[src/hdl/periodic_task_tick_scheduler_macros.svh]
// Assertion macros used by the tick scheduler RTL.
`ifndef PERIODIC_TASK_TICK_SCHEDULER_MACROS_SVH
`define PERIODIC_TASK_TICK_SCHEDULER_MACROS_SVH

// Same-cycle implication, checked at every rising clock edge outside reset.
`define PTTS_ASSERT_IMPL(lbl, clk, rst_n, ante, cons) \
	lbl: assert property (@(posedge clk) disable iff (!rst_n) (ante) |-> (cons)) \
		else $error("scheduler assertion failed");

// Next-cycle implication, checked at every rising clock edge outside reset.
`define PTTS_ASSERT_NEXT(lbl, clk, rst_n, ante, cons) \
	lbl: assert property (@(posedge clk) disable iff (!rst_n) (ante) |=> (cons)) \
		else $error("scheduler assertion failed");

`endif

[src/hdl/ptts_pkg.sv]
// Types and constants of the periodic task tick scheduler.
package ptts_pkg;

	localparam int IN_TDATA_W  = 40;
	localparam int OUT_TDATA_W = 8;
	localparam int SLOT_W      = 8;
	localparam int PERIOD_W    = 16;
	localparam int DELAY_W     = 8;
	localparam int DUE_W       = 6;
	localparam int ENTRY_W     = 2 * PERIOD_W;

	// Operation carried in tuser of an input beat.
	typedef enum logic {
		FUNC_CREATE = 1'b0,
		FUNC_TICK   = 1'b1
	} func_t;

	// Kind of a result beat, carried in tuser of an output beat.
	typedef enum logic {
		KIND_STATUS = 1'b0,
		KIND_DUE    = 1'b1
	} kind_t;

	// Create status codes.
	typedef enum logic [1:0] {
		STAT_OK         = 2'd0,
		STAT_RANGE      = 2'd1,
		STAT_NO_HANDLER = 2'd2,
		STAT_TAKEN      = 2'd3
	} status_t;

	// Control sequencer states.
	typedef enum logic [1:0] {
		ST_IDLE,
		ST_RESP,
		ST_WALK,
		ST_FLUSH
	} state_t;

	// One result beat handed to the output register.
	typedef struct packed {
		kind_t               kind;
		status_t             status;
		logic [DUE_W-1:0]    due_slot;
		logic                last;
	} result_t;

endpackage

[src/hdl/periodic_task_tick_scheduler.sv]
// Top level of the periodic task tick scheduler.
//
// A create beat is checked and stored in the cycle it is accepted. Its
// status beat is pushed into the output register from the response state
// once that register is free, and is shown on the master side from there. A
// tick beat walks the slot table one slot per cycle, unless a due slot
// stalls the walk while the output waits on the sink, through the single
// read port of the period/countdown RAM. It passes through acceptance, a
// read per slot, the write-back of the last slot, a check that finds the
// read stage empty, and a flush. Waits on the sink can lengthen the walk and
// the flush. Due slots are reported in index order. The last one is held
// back until the walk ends so that it can carry tlast. Used flags live in
// flip-flops cleared by reset, so no clearing pass is needed.
`include "periodic_task_tick_scheduler_macros.svh"

module periodic_task_tick_scheduler import ptts_pkg::*; #(
	parameter int TASK_SLOTS = 8
) (
	input  logic                   clk,
	input  logic                   arst_n,
	input  logic                   s_axis_tvalid,
	output logic                   s_axis_tready,
	// [7:0] slot, [8] has_handler, [24:9] period, [32:25] first_delay, [39:33] zero
	input  logic [IN_TDATA_W-1:0]  s_axis_tdata,
	input  logic [0:0]             s_axis_tuser,   // [0] func
	output logic                   m_axis_tvalid,
	input  logic                   m_axis_tready,
	output logic [OUT_TDATA_W-1:0] m_axis_tdata,   // [1:0] status, [7:2] due_slot
	output logic [0:0]             m_axis_tuser,   // [0] result_kind
	output logic                   m_axis_tlast
);

	localparam int IW = (TASK_SLOTS > 1) ? $clog2(TASK_SLOTS) : 1;
	localparam int CW = $clog2(TASK_SLOTS + 1);
	localparam logic [SLOT_W-1:0] SLOT_LIMIT = SLOT_W'(TASK_SLOTS);
	localparam logic [CW-1:0]     WALK_END   = CW'(TASK_SLOTS);

	// Input beat fields.
	logic [SLOT_W-1:0]   in_slot;
	logic                in_has_handler;
	logic [PERIOD_W-1:0] in_period;
	logic [DELAY_W-1:0]  in_first_delay;
	func_t               in_func;
	logic                in_accept;

	assign in_slot        = s_axis_tdata[SLOT_W-1:0];
	assign in_has_handler = s_axis_tdata[SLOT_W];
	assign in_period      = s_axis_tdata[SLOT_W+PERIOD_W:SLOT_W+1];
	assign in_first_delay = s_axis_tdata[SLOT_W+PERIOD_W+DELAY_W:SLOT_W+PERIOD_W+1];
	assign in_func        = func_t'(s_axis_tuser[0]);
	assign in_accept      = s_axis_tvalid && s_axis_tready;

	state_t              state_q, state_d;
	logic [TASK_SLOTS-1:0] used_q;
	status_t             status_q;
	logic [CW-1:0]       rd_cnt_q;
	logic                valid_s2;
	logic [IW-1:0]       slot_idx_s2;
	logic                pend_valid_q;
	logic [IW-1:0]       pend_idx_q;

	logic                ram_we;
	logic [IW-1:0]       ram_waddr;
	logic [ENTRY_W-1:0]  ram_wdata;
	logic                rd_issue;
	logic [ENTRY_W-1:0]  ram_rdata;

	logic                out_push;
	logic                out_free;
	result_t             out_beat;

	// Create checks in priority order: range, handler, occupancy.
	logic [IW-1:0] create_idx;
	status_t       create_status;
	logic          create_ok;

	assign create_idx = in_slot[IW-1:0];

	always_comb begin
		if (in_slot >= SLOT_LIMIT) begin
			create_status = STAT_RANGE;
		end else if (!in_has_handler) begin
			create_status = STAT_NO_HANDLER;
		end else if (used_q[create_idx]) begin
			create_status = STAT_TAKEN;
		end else begin
			create_status = STAT_OK;
		end
	end

	assign create_ok = in_accept && (in_func == FUNC_CREATE) && (create_status == STAT_OK);

	// Walk stage two: the RAM data of slot_idx_s2 is present this cycle.
	logic [PERIOD_W-1:0] cur_cd, cur_per, reload_cd, next_cd;
	logic                used_s2, due, stall, walk_we;

	assign cur_cd    = ram_rdata[PERIOD_W-1:0];
	assign cur_per   = ram_rdata[ENTRY_W-1:PERIOD_W];
	assign used_s2   = used_q[slot_idx_s2];
	assign due       = valid_s2 && used_s2 && (cur_cd == '0);
	// A second due slot cannot be taken while the held one has nowhere to go.
	assign stall     = due && pend_valid_q && !out_free;
	assign reload_cd = due ? cur_per : cur_cd;
	assign next_cd   = reload_cd - PERIOD_W'(1);
	assign walk_we   = valid_s2 && used_s2 && !stall;
	// Reads run one slot ahead of the write-back, so the same entry is never
	// read and written in the same cycle.
	assign rd_issue  = (state_q == ST_WALK) && (rd_cnt_q != WALK_END) && !stall;

	// Next state.
	always_comb begin
		state_d = state_q;
		case (state_q)
			ST_IDLE: begin
				if (in_accept) begin
					state_d = (in_func == FUNC_TICK) ? ST_WALK : ST_RESP;
				end
			end
			ST_RESP: begin
				if (out_free) begin
					state_d = ST_IDLE;
				end
			end
			ST_WALK: begin
				if ((rd_cnt_q == WALK_END) && !valid_s2) begin
					state_d = ST_FLUSH;
				end
			end
			ST_FLUSH: begin
				if (!pend_valid_q || out_free) begin
					state_d = ST_IDLE;
				end
			end
			default: state_d = ST_IDLE;
		endcase
	end

	// Outputs of the sequencer: handshake, result pushes and RAM writes.
	always_comb begin
		s_axis_tready = 1'b0;
		out_push      = 1'b0;
		out_beat      = '{kind: KIND_DUE, status: STAT_OK,
			due_slot: DUE_W'(pend_idx_q), last: 1'b0};
		ram_we        = 1'b0;
		ram_waddr     = slot_idx_s2;
		ram_wdata     = {cur_per, next_cd};
		case (state_q)
			ST_IDLE: begin
				s_axis_tready = 1'b1;
				ram_we        = create_ok;
				ram_waddr     = create_idx;
				ram_wdata     = {in_period, PERIOD_W'(in_first_delay)};
			end
			ST_RESP: begin
				out_push = out_free;
				out_beat = '{kind: KIND_STATUS, status: status_q,
					due_slot: '0, last: 1'b1};
			end
			ST_WALK: begin
				out_push = due && pend_valid_q && out_free;
				ram_we   = walk_we;
			end
			ST_FLUSH: begin
				out_push      = pend_valid_q && out_free;
				out_beat.last = 1'b1;
			end
			default: begin
				s_axis_tready = 1'b0;
			end
		endcase
	end

	// Control registers.
	always_ff @(posedge clk or negedge arst_n) begin
		if (!arst_n) begin
			state_q      <= ST_IDLE;
			used_q       <= '0;
			rd_cnt_q     <= '0;
			valid_s2     <= 1'b0;
			pend_valid_q <= 1'b0;
		end else begin
			state_q <= state_d;
			if (create_ok) begin
				used_q[create_idx] <= 1'b1;
			end
			if (state_q == ST_IDLE) begin
				rd_cnt_q <= '0;
			end else if (rd_issue) begin
				rd_cnt_q <= rd_cnt_q + CW'(1);
			end
			if (!stall) begin
				valid_s2 <= rd_issue;
			end
			if ((state_q == ST_WALK) && due && !stall) begin
				pend_valid_q <= 1'b1;
			end else if ((state_q == ST_FLUSH) && out_push) begin
				pend_valid_q <= 1'b0;
			end
		end
	end

	// Payload registers.
	always_ff @(posedge clk) begin
		if (in_accept) begin
			status_q <= create_status;
		end
		if (rd_issue) begin
			slot_idx_s2 <= rd_cnt_q[IW-1:0];
		end
		if (due && !stall) begin
			pend_idx_q <= slot_idx_s2;
		end
	end

	// Period and countdown of every slot, {period, countdown}.
	ptts_ram #(
		.WIDTH (ENTRY_W),
		.DEPTH (TASK_SLOTS)
	) u_slot_ram (
		.clk   (clk),
		.we    (ram_we),
		.waddr (ram_waddr),
		.wdata (ram_wdata),
		.re    (rd_issue),
		.raddr (rd_cnt_q[IW-1:0]),
		.rdata (ram_rdata)
	);

	ptts_out_reg u_out_reg (
		.clk           (clk),
		.arst_n        (arst_n),
		.push          (out_push),
		.beat          (out_beat),
		.free          (out_free),
		.m_axis_tvalid (m_axis_tvalid),
		.m_axis_tready (m_axis_tready),
		.m_axis_tdata  (m_axis_tdata),
		.m_axis_tuser  (m_axis_tuser),
		.m_axis_tlast  (m_axis_tlast)
	);

	// A create status is always the only and therefore the last beat.
	`PTTS_ASSERT_IMPL(a_status_last, clk, arst_n, m_axis_tvalid && (m_axis_tuser[0] == KIND_STATUS), m_axis_tlast)
	// A held due slot never survives past the end of a walk.
	`PTTS_ASSERT_IMPL(a_no_pend_idle, clk, arst_n, state_q == ST_IDLE, !pend_valid_q)
	// A stalled stage two keeps its slot and its RAM data.
	`PTTS_ASSERT_NEXT(a_stall_holds, clk, arst_n, stall, valid_s2 && $stable(slot_idx_s2) && $stable(ram_rdata))

endmodule

[src/hdl/ptts_ram.sv]
// Generic simple dual-port RAM with one write port and a registered read port.
module ptts_ram #(
	parameter int WIDTH = 32,
	parameter int DEPTH = 8
) (
	input  logic                                   clk,
	input  logic                                   we,
	input  logic [(DEPTH > 1 ? $clog2(DEPTH) : 1)-1:0] waddr,
	input  logic [WIDTH-1:0]                       wdata,
	input  logic                                   re,
	input  logic [(DEPTH > 1 ? $clog2(DEPTH) : 1)-1:0] raddr,
	output logic [WIDTH-1:0]                       rdata
);

	logic [WIDTH-1:0] mem_q [DEPTH];
	logic [WIDTH-1:0] rdata_q;

	// Write port.
	always_ff @(posedge clk) begin
		if (we) begin
			mem_q[waddr] <= wdata;
		end
	end

	// Registered read; the data holds while no read is issued.
	always_ff @(posedge clk) begin
		if (re) begin
			rdata_q <= mem_q[raddr];
		end
	end

	assign rdata = rdata_q;

endmodule

[src/hdl/ptts_out_reg.sv]
// Output register that holds one result beat until the sink takes it.
module ptts_out_reg import ptts_pkg::*; (
	input  logic                   clk,
	input  logic                   arst_n,
	input  logic                   push,
	input  result_t                beat,
	output logic                   free,
	output logic                   m_axis_tvalid,
	input  logic                   m_axis_tready,
	output logic [OUT_TDATA_W-1:0] m_axis_tdata,   // [1:0] status, [7:2] due_slot
	output logic [0:0]             m_axis_tuser,   // [0] result_kind
	output logic                   m_axis_tlast
);

	logic    valid_q;
	result_t beat_q;

	// Valid flag: set by a push, cleared when the sink takes the beat.
	always_ff @(posedge clk or negedge arst_n) begin
		if (!arst_n) begin
			valid_q <= 1'b0;
		end else if (push) begin
			valid_q <= 1'b1;
		end else if (m_axis_tready) begin
			valid_q <= 1'b0;
		end
	end

	// Payload register.
	always_ff @(posedge clk) begin
		if (push) begin
			beat_q <= beat;
		end
	end

	assign free          = !valid_q || m_axis_tready;
	assign m_axis_tvalid = valid_q;
	assign m_axis_tdata  = {beat_q.due_slot, beat_q.status};
	assign m_axis_tuser  = beat_q.kind;
	assign m_axis_tlast  = beat_q.last;

endmodule
[config.mk]
export PLATFORM = sky130hd
export DESIGN_NAME = periodic_task_tick_scheduler
export DESIGN_NICKNAME = d
export VERILOG_FILES = /design/src/hdl/ptts_pkg.sv /design/src/hdl/periodic_task_tick_scheduler.sv /design/src/hdl/ptts_ram.sv /design/src/hdl/ptts_out_reg.sv
export VERILOG_INCLUDE_DIRS = /design/src /design/src/hdl
export SDC_FILE = /design/constraint.sdc
export NUM_CORES = 1
export LEC_CHECK = 0
export BUFFER_PORTS_ARGS = -buffer_cell sky130_fd_sc_hd__buf_2
export CAP_MARGIN = 15
export CORE_MARGIN = 5
export CORE_UTILIZATION = 25
export DETAILED_ROUTE_END_ITERATION = 8
export SETUP_SLACK_MARGIN = 0.02
export SYNTH_ARGS = -nofsm -noshare
export SYNTH_HDL_FRONTEND = slang
export SYNTH_SLANG_ARGS = --single-unit
[constraint.sdc]
create_clock -name clk -period 3.93 [get_ports clk]
set_clock_uncertainty 0.2 [all_clocks]
set_input_delay 0.5895 -clock clk [delete_from_list [all_inputs] [get_ports clk]]
set_output_delay 0.5895 -clock clk [all_outputs]
set_load 0.005 [all_outputs]
==> impl_metrics.py, run 1 <==
metrics = {
    "run_status": {
        "status": "complete, no violations",
    },
    "global_route": {
        "grt.total_usage": 0.102,
        "grt-ovfl-total": 0,
        "grt_max_degree": 49,
        "antenna_found_initial": 1,
        "grt_pass1_wl_um": 45100,
        "grt_pass1_vias": 7333,
    },
    "layout": {
        "nets": 891,
        "nFillCells": 5167,
        "area_growth_pct": 19.7,
        "diodes": 0,
        "final_cell_area_um2": 15800,
        "drive_gt1_frac": 0.316,
    },
    "placed_design": {
        "dpl_cell_area_um2": 14600,
        "port-buffer-count": 46,
        "gp_congestion": 0.827,
        "dp_hpwl_um": 17800,
    },
    "floorplanning": {
        "chipWidth_um": 239,
        "ios": 57,
        "initial_utilization": 0.251,
        "core_um2": 52300,
        "dieArea_um2": 57300,
        "num_rows": 84,
        "fp.dieH_um": 239,
    },
    "logic_synthesis": {
        "yosysTopAreaCell": "edfxtp_1",
        "synth_area_leaders": "edfxtp_1, mux4_2, dfrtp_1",
        "synth_cells": 749,
        "synth_common_cells": "edfxtp_1, nand2_1, mux4_2, mux2_2, nor2_1",
        "ys_warn_count": 0,
        "synth-seq-cells": 320,
        "async_flop_share": 0.0531,
        "seq_area_frac_synth": 0.724,
        "synth_edf_count": 303,
        "synth_most_common_cell": "edfxtp_1",
        "ys.flop_type": "edfxtp_1",
        "yosys.cell_types.count": 56,
        "synth.top_cell.area_share": 0.691,
        "synth_area_per_cell_um2": 17.6,
        "synth_area_um2": 13200,
    },
    "routing": {
        "drc_errors": 0,
        "ant_nets": 0,
        "first_pass_iters": 4,
        "wl_per_cell_um": 18.9,
        "wl_um": 29500,
        "dr.first_iter.drc_count": 697,
        "vias": 7103,
        "vias_per_cell": 4.56,
    },
    "sta": {
        "final-setup-viol-count": 0,
        "finalMaxSlewViolations": 0,
        "hold_violations": 0,
        "min_period_ns": 3.76,
        "fmax_mhz": 266,
        "rsz0062_at_grt": "false",
        "min_period_over_period": 0.958,
        "slew_headroom": 0.483,
        "final.setup.tns_ns": 0,
        "worstMarginPinSlew_ns": 0.767,
    },
    "clocking": {
        "htree_levels": 2,
        "clock-sinks": 320,
        "cts_tree": "built",
        "cts_root_buf": "clkbuf_16",
        "clock_latency_ns": 0.52,
        "path_clk_slew_ns": 0.06,
        "numCtsBuffers": 34,
        "cts_buffer_depth": 3,
    },
    "worst_setup_path": {
        "crit_required_ns": 4.03,
        "crit_fanout": 8,
        "crit_type": "reg -> reg",
        "critPathCaptureType": "flop",
        "cp.arrival_ns": 3.87,
        "cp-start-kind": "flop",
    },
    "job": {
        "cap_viol_max_count": 0,
    },
    "power": {
        "p_leak_nw": 5.09,
        "p_per_area_nw_per_um2": 633,
        "vdd.ir_drop.worst_mv": 0.382,
    },
    "min_path": {
        "hold_path_class": "in -> reg",
    },
}
## metal layers
metal  vias up  routed length, µm  track usage
met5         -                  0            0
met4         0                635       0.0291
met3        53               1760       0.0204
met2       204              13300        0.158
met1      3654              13800        0.147
li1       3192                  -            -
## logic make-up (layout without fill, tap and decap cells)
kind of cell,count (synthesis),count (layout),share of synthesized area
XOR/XNOR,6,6,0.00399
AND/OR/NAND/NOR,182,182,0.0689
buffers and inverters,46,163,0.0144
multiplexers,107,107,0.146
other,1,3,0.000285
AO/OA/AOI/OAI,84,84,0.0402
adder cells (fa/ha/maj),3,3,0.00285
flip-flops,320,320,0.724
## timing repair
item / 4_1_cts / 5_1_grt
hold buffers: 1 / 0
gates resized for setup: 2 / 7
endpoints found under the setup margin: 24 / 48
hold endpoints to repair: 17 / 0
buffers inserted: 1 / 1
pin swaps: 0 / 2
## power by group
part           total [mW]  switching [mW]  internal [mW]  leakage [nW]
clock network        3.05            1.28           1.77         0.510
registers            4.77           0.277           4.50          2.97
logic                2.15            1.31          0.844          1.61
total                9.97            2.86           7.11          5.09
## cell usage in the layout (no fill, tap or decap), types with 4 or more instances in the layout
cell type	n
inv_1	9
a31oi_1	6
a21oi_1	27
or2_2	5
edfxtp_1	303
buf_12	10
buf_4	35
mux2i_1	7
nor2_4	8
nand3_1	7
clkbuf_1	6
o21ai_0	15
nor4_1	9
mux4_2	64
nor2b_1	4
clkinv_1	8
and3_1	4
clkinv_2	5
buf_2	46
or4_1	8
a21o_1	7
mux2_2	36
dfrtp_1	14
nor3_1	12
clkbuf_16	35
or3_1	4
and2_1	5
nor2_1	25
nand2b_1	7
nand2_1	69
## path summary, 6_finish.rpt
check	startpoint	endpoint	slack [ns]	cells past startpoint
worst max-delay path	u_slot_ram.rdata[0]	u_slot_ram.mem_q[6][12]	0.17	13
min in group asynchronous	arst_n	used_q[7]	0.36	2
worst min-delay path	s_axis_tuser	state_q[1]	0.18	3
worst min register to register	used_q[4]	used_q[4]	0.29	1
max in group asynchronous	arst_n	rd_cnt_q[0]	2.84	2
worst max register to register	u_slot_ram.rdata[0]	u_slot_ram.mem_q[6][12]	0.17	13
## state kept, by name (all words and copies together), names as in the netlist, 2 cells and up
name,count
u_slot_ram.mem_q,256
u_slot_ram.rdata,32
used_q,8
u_out_reg.m_axis_tdata,5
rd_cnt_q,4
pend_idx_q,3
slot_idx_s2,3
state_q,2
status_q,2
## layout make-up
type | instances | area (µm²) | share of cell area
Inverter | 10 | 37.5 | 0.00238
Clock inverter | 20 | 160 | 0.0102
Clock buffer | 41 | 898 | 0.0570
Multi-Input combinational cell | 385 | 3560 | 0.226
Timing Repair Buffer | 92 | 703 | 0.0446
Tap cell | 688 | 861 | 0.0546
Sequential cell | 320 | 9530 | 0.605
## worst max-delay path, stage by stage (launching register included)
cell and delay, ns:
edfxtp_1 0.39, or4_1 0.58, or4_4 0.57, nor4_4 0.25, buf_4 0.19, a21oi_1 0.08, ha_2 0.21, nor3b_1 0.15
nand4_1 0.18, nor4_1 0.07, mux2i_1 0.16, buf_4 0.16, xnor2_1 0.09, nor2_2 0.26
## per-stage QoR
stage	power, mW	worst slack, ns	utilization	instances	hold WS [ns]
2_1_floorplan	6.18	-0.114	-	751	0.0939
3_3_place_gp	6.93	0.0603	0.279	1492	0.260
3_5_place_dp	6.99	-0.116	0.279	1492	0.276
4_1_cts	10.1	0.0225	0.300	1555	0.154
5_1_grt	10.5	0.0292	0.301	1556	0.179
6_report	9.97	0.165	0.301	1556	0.183
Note: power is estimated with default switching activity, not from simulation.
==> inputs of run 2 (changes only) <==
--- a/config.mk
+++ b/config.mk
@@ -9,8 +9,9 @@
 export BUFFER_PORTS_ARGS = -buffer_cell sky130_fd_sc_hd__buf_2
 export CAP_MARGIN = 15
 export CORE_MARGIN = 5
-export CORE_UTILIZATION = 25
+export CORE_UTILIZATION = 55
 export DETAILED_ROUTE_END_ITERATION = 8
+export PLACE_DENSITY = 0.75
 export SETUP_SLACK_MARGIN = 0.02
 export SYNTH_ARGS = -nofsm -noshare
 export SYNTH_HDL_FRONTEND = slang
==> run 2 against run 1 <==
Die area decreased by 53%. Critical endpoint is now u_slot_ram.mem_q[5][12]. Utilization is 34 points higher. Clock power shrank 2%. Critical path type unchanged. Final area fell by 4.1%. Clock-buffer cell count shrank 2. Sequential power is 1% lower. Final cell count down 25%. Via count increased by 1.8%. Worst hold slack got worse by 0.046 ns. Critical path depth stayed put. Non-clock buffer count fell by 15. Flip-flop and latch count unchanged.
==> impl_metrics.py, run 2 (same netlist as run 1, synthesis figures left out) <==
metrics = {
    "floorplanning": {
        "core_um2": 23500,
        "chipWidth_um": 165,
        "ios": 57,
        "dieArea_um2": 27100,
        "num_rows": 56,
        "initial_utilization": 0.559,
        "fp.dieH_um": 165,
    },
    "run_status": {
        "status": "complete, no violations",
    },
    "layout": {
        "largest-register": "u_slot_ram.mem_q",
        "layout_common_cells": "edfxtp_1, nand2_1, mux4_2",
        "largest_reg_flops": 256,
        "layout_commonest_cell": "edfxtp_1",
        "area_growth_pct": 14.7,
        "drive_gt1_frac": 0.306,
        "diodes": 0,
        "nets": 873,
        "final_cells": 1169,
    },
    "sta": {
        "min_period_ns": 3.85,
        "final-setup-viol-count": 0,
        "hold_violations": 0,
        "worstMarginPinSlew_ns": 0.984,
        "finalMaxSlewViolations": 0,
        "holdWs_ns": 0.137,
        "min_period_over_period": 0.980,
        "rsz0062_at_grt": "true",
        "slew_headroom": 0.344,
        "fmax_mhz": 260,
    },
    "worst_setup_path": {
        "cp-start-kind": "flop",
        "critPathCaptureType": "flop",
        "cp.arrival_ns": 3.92,
        "r2r_slack_ns": 0.08,
        "worstSetupStartpoint": "slot_idx_s2[0]",
        "r2r-start": "slot_idx_s2[0]",
        "crit_fanout": 8,
        "reg2reg_depth": 13,
        "r2r-end": "u_slot_ram.mem_q[5][12]",
        "crit_required_ns": 4.00,
        "crit_type": "reg -> reg",
    },
    "global_route": {
        "grt_max_degree": 69,
        "antenna_found_initial": 0,
        "grt.total_usage": 0.212,
        "grt_pass1_vias": 7684,
        "grt-ovfl-total": 0,
        "grt_pass1_wl_um": 43300,
    },
    "min_path": {
        "holdPathStages": 3,
        "worstHoldStart": "s_axis_tdata[7]",
        "hold_path_class": "in -> reg",
        "min_to": "status_q[0]",
    },
    "clocking": {
        "path_clk_slew_ns": 0.06,
        "cts_root_buf": "clkbuf_16",
        "htree_levels": 1,
        "clock_latency_ns": 0.57,
        "clock-sinks": 320,
        "cts_buffer_depth": 3,
        "cts_tree": "built",
        "numCtsBuffers": 31,
    },
    "routing": {
        "ant_nets": 0,
        "wl_um": 28000,
        "wl_per_cell_um": 24.0,
        "drc_errors": 0,
        "first_pass_iters": 6,
        "dr.first_iter.drc_count": 769,
        "vias": 7228,
        "vias_per_cell": 6.18,
    },
    "placed_design": {
        "port-buffer-count": 46,
        "gp_congestion": 0.879,
        "dp_hpwl_um": 15700,
        "dp.cells": 1105,
    },
    "power": {
        "p_per_area_nw_per_um2": 652,
        "vdd.ir_drop.worst_mv": 0.435,
        "p_leak_nw": 5.00,
    },
    "job": {
        "cap_viol_max_count": 0,
    },
}
-- run 2: worst max path at each step --
stage | end
floorplan | u_slot_ram.mem_q[7][0]
global placement | u_slot_ram.mem_q[4][14]
detailed placement | u_slot_ram.mem_q[2][14]
CTS | u_slot_ram.mem_q[4][12]
global route | u_slot_ram.mem_q[4][12]
finish | u_slot_ram.mem_q[5][12]
-- run 2: metal layers --
layer | share of wire | routed length, µm | up-vias | global-route usage
met1 | 0.40 | 11100 | 3697 | 0.278
met5 | 0 | 0 | - | 0
met2 | 0.51 | 14300 | 308 | 0.363
met4 | 0.032 | 894 | 0 | 0.0764
met3 | 0.060 | 1690 | 81 | 0.0337
li1 | - | - | 3142 | -
-- run 2: critical path: stages, from the launching register on --
cell	delay, ns
edfxtp_1	0.47
mux2_2	0.40
o221ai_2	0.26
nor4_4	0.05
buf_4	0.17
a21oi_2	0.17
ha_2	0.22
or3b_2	0.50
or3_4	0.37
nor2_1	0.10
mux2i_1	0.11
buf_4	0.17
xnor2_1	0.23
nor2_2	0.13
-- run 2: cell type report --
cell class                 count  area, µm²
clock buffer                  39        816
clock inverter                19        216
fill                        1658       8440
inverter                      10       37.5
multi-input combinational    385       3580
sequential                   320       9530
tap                          319        399
timing repair buffer          77        528
-- run 2: what timing repair did --
action                     CTS  global route
pin swaps                    1             6
setup endpoints to repair   32            56
hold buffers                 1             0
resized for setup            4             8
buffers inserted             1             4
hold endpoints to repair    17             0
-- run 2: power by group --
group / internal (mW) / switching (mW) / total [mW]
Sequential: 4.50 / 0.222 / 4.72
Combinational: 0.814 / 1.33 / 2.15
Clock: 1.74 / 1.24 / 2.98
Total: 7.06 / 2.79 / 9.85
-- run 2: stage by stage --
| stage | worst slack [ns] | power, mW | setup TNS, ns | cell area [µm²] | utilization |
|---|---|---|---|---|---|
| final | 0.0797 | 9.85 | 0 | 15100 | 0.641 |
| after global routing | -0.0537 | 10.3 | -0.736 | 15100 | 0.641 |
| after CTS | 0.0220 | 9.85 | 0 | 15000 | 0.639 |
| after detailed placement | -0.0518 | 6.87 | -0.584 | 14000 | 0.593 |
| after global placement | 0.118 | 6.74 | 0 | 14000 | 0.593 |
| after floorplan | -0.114 | 6.18 | -15.04 | 13200 | - |
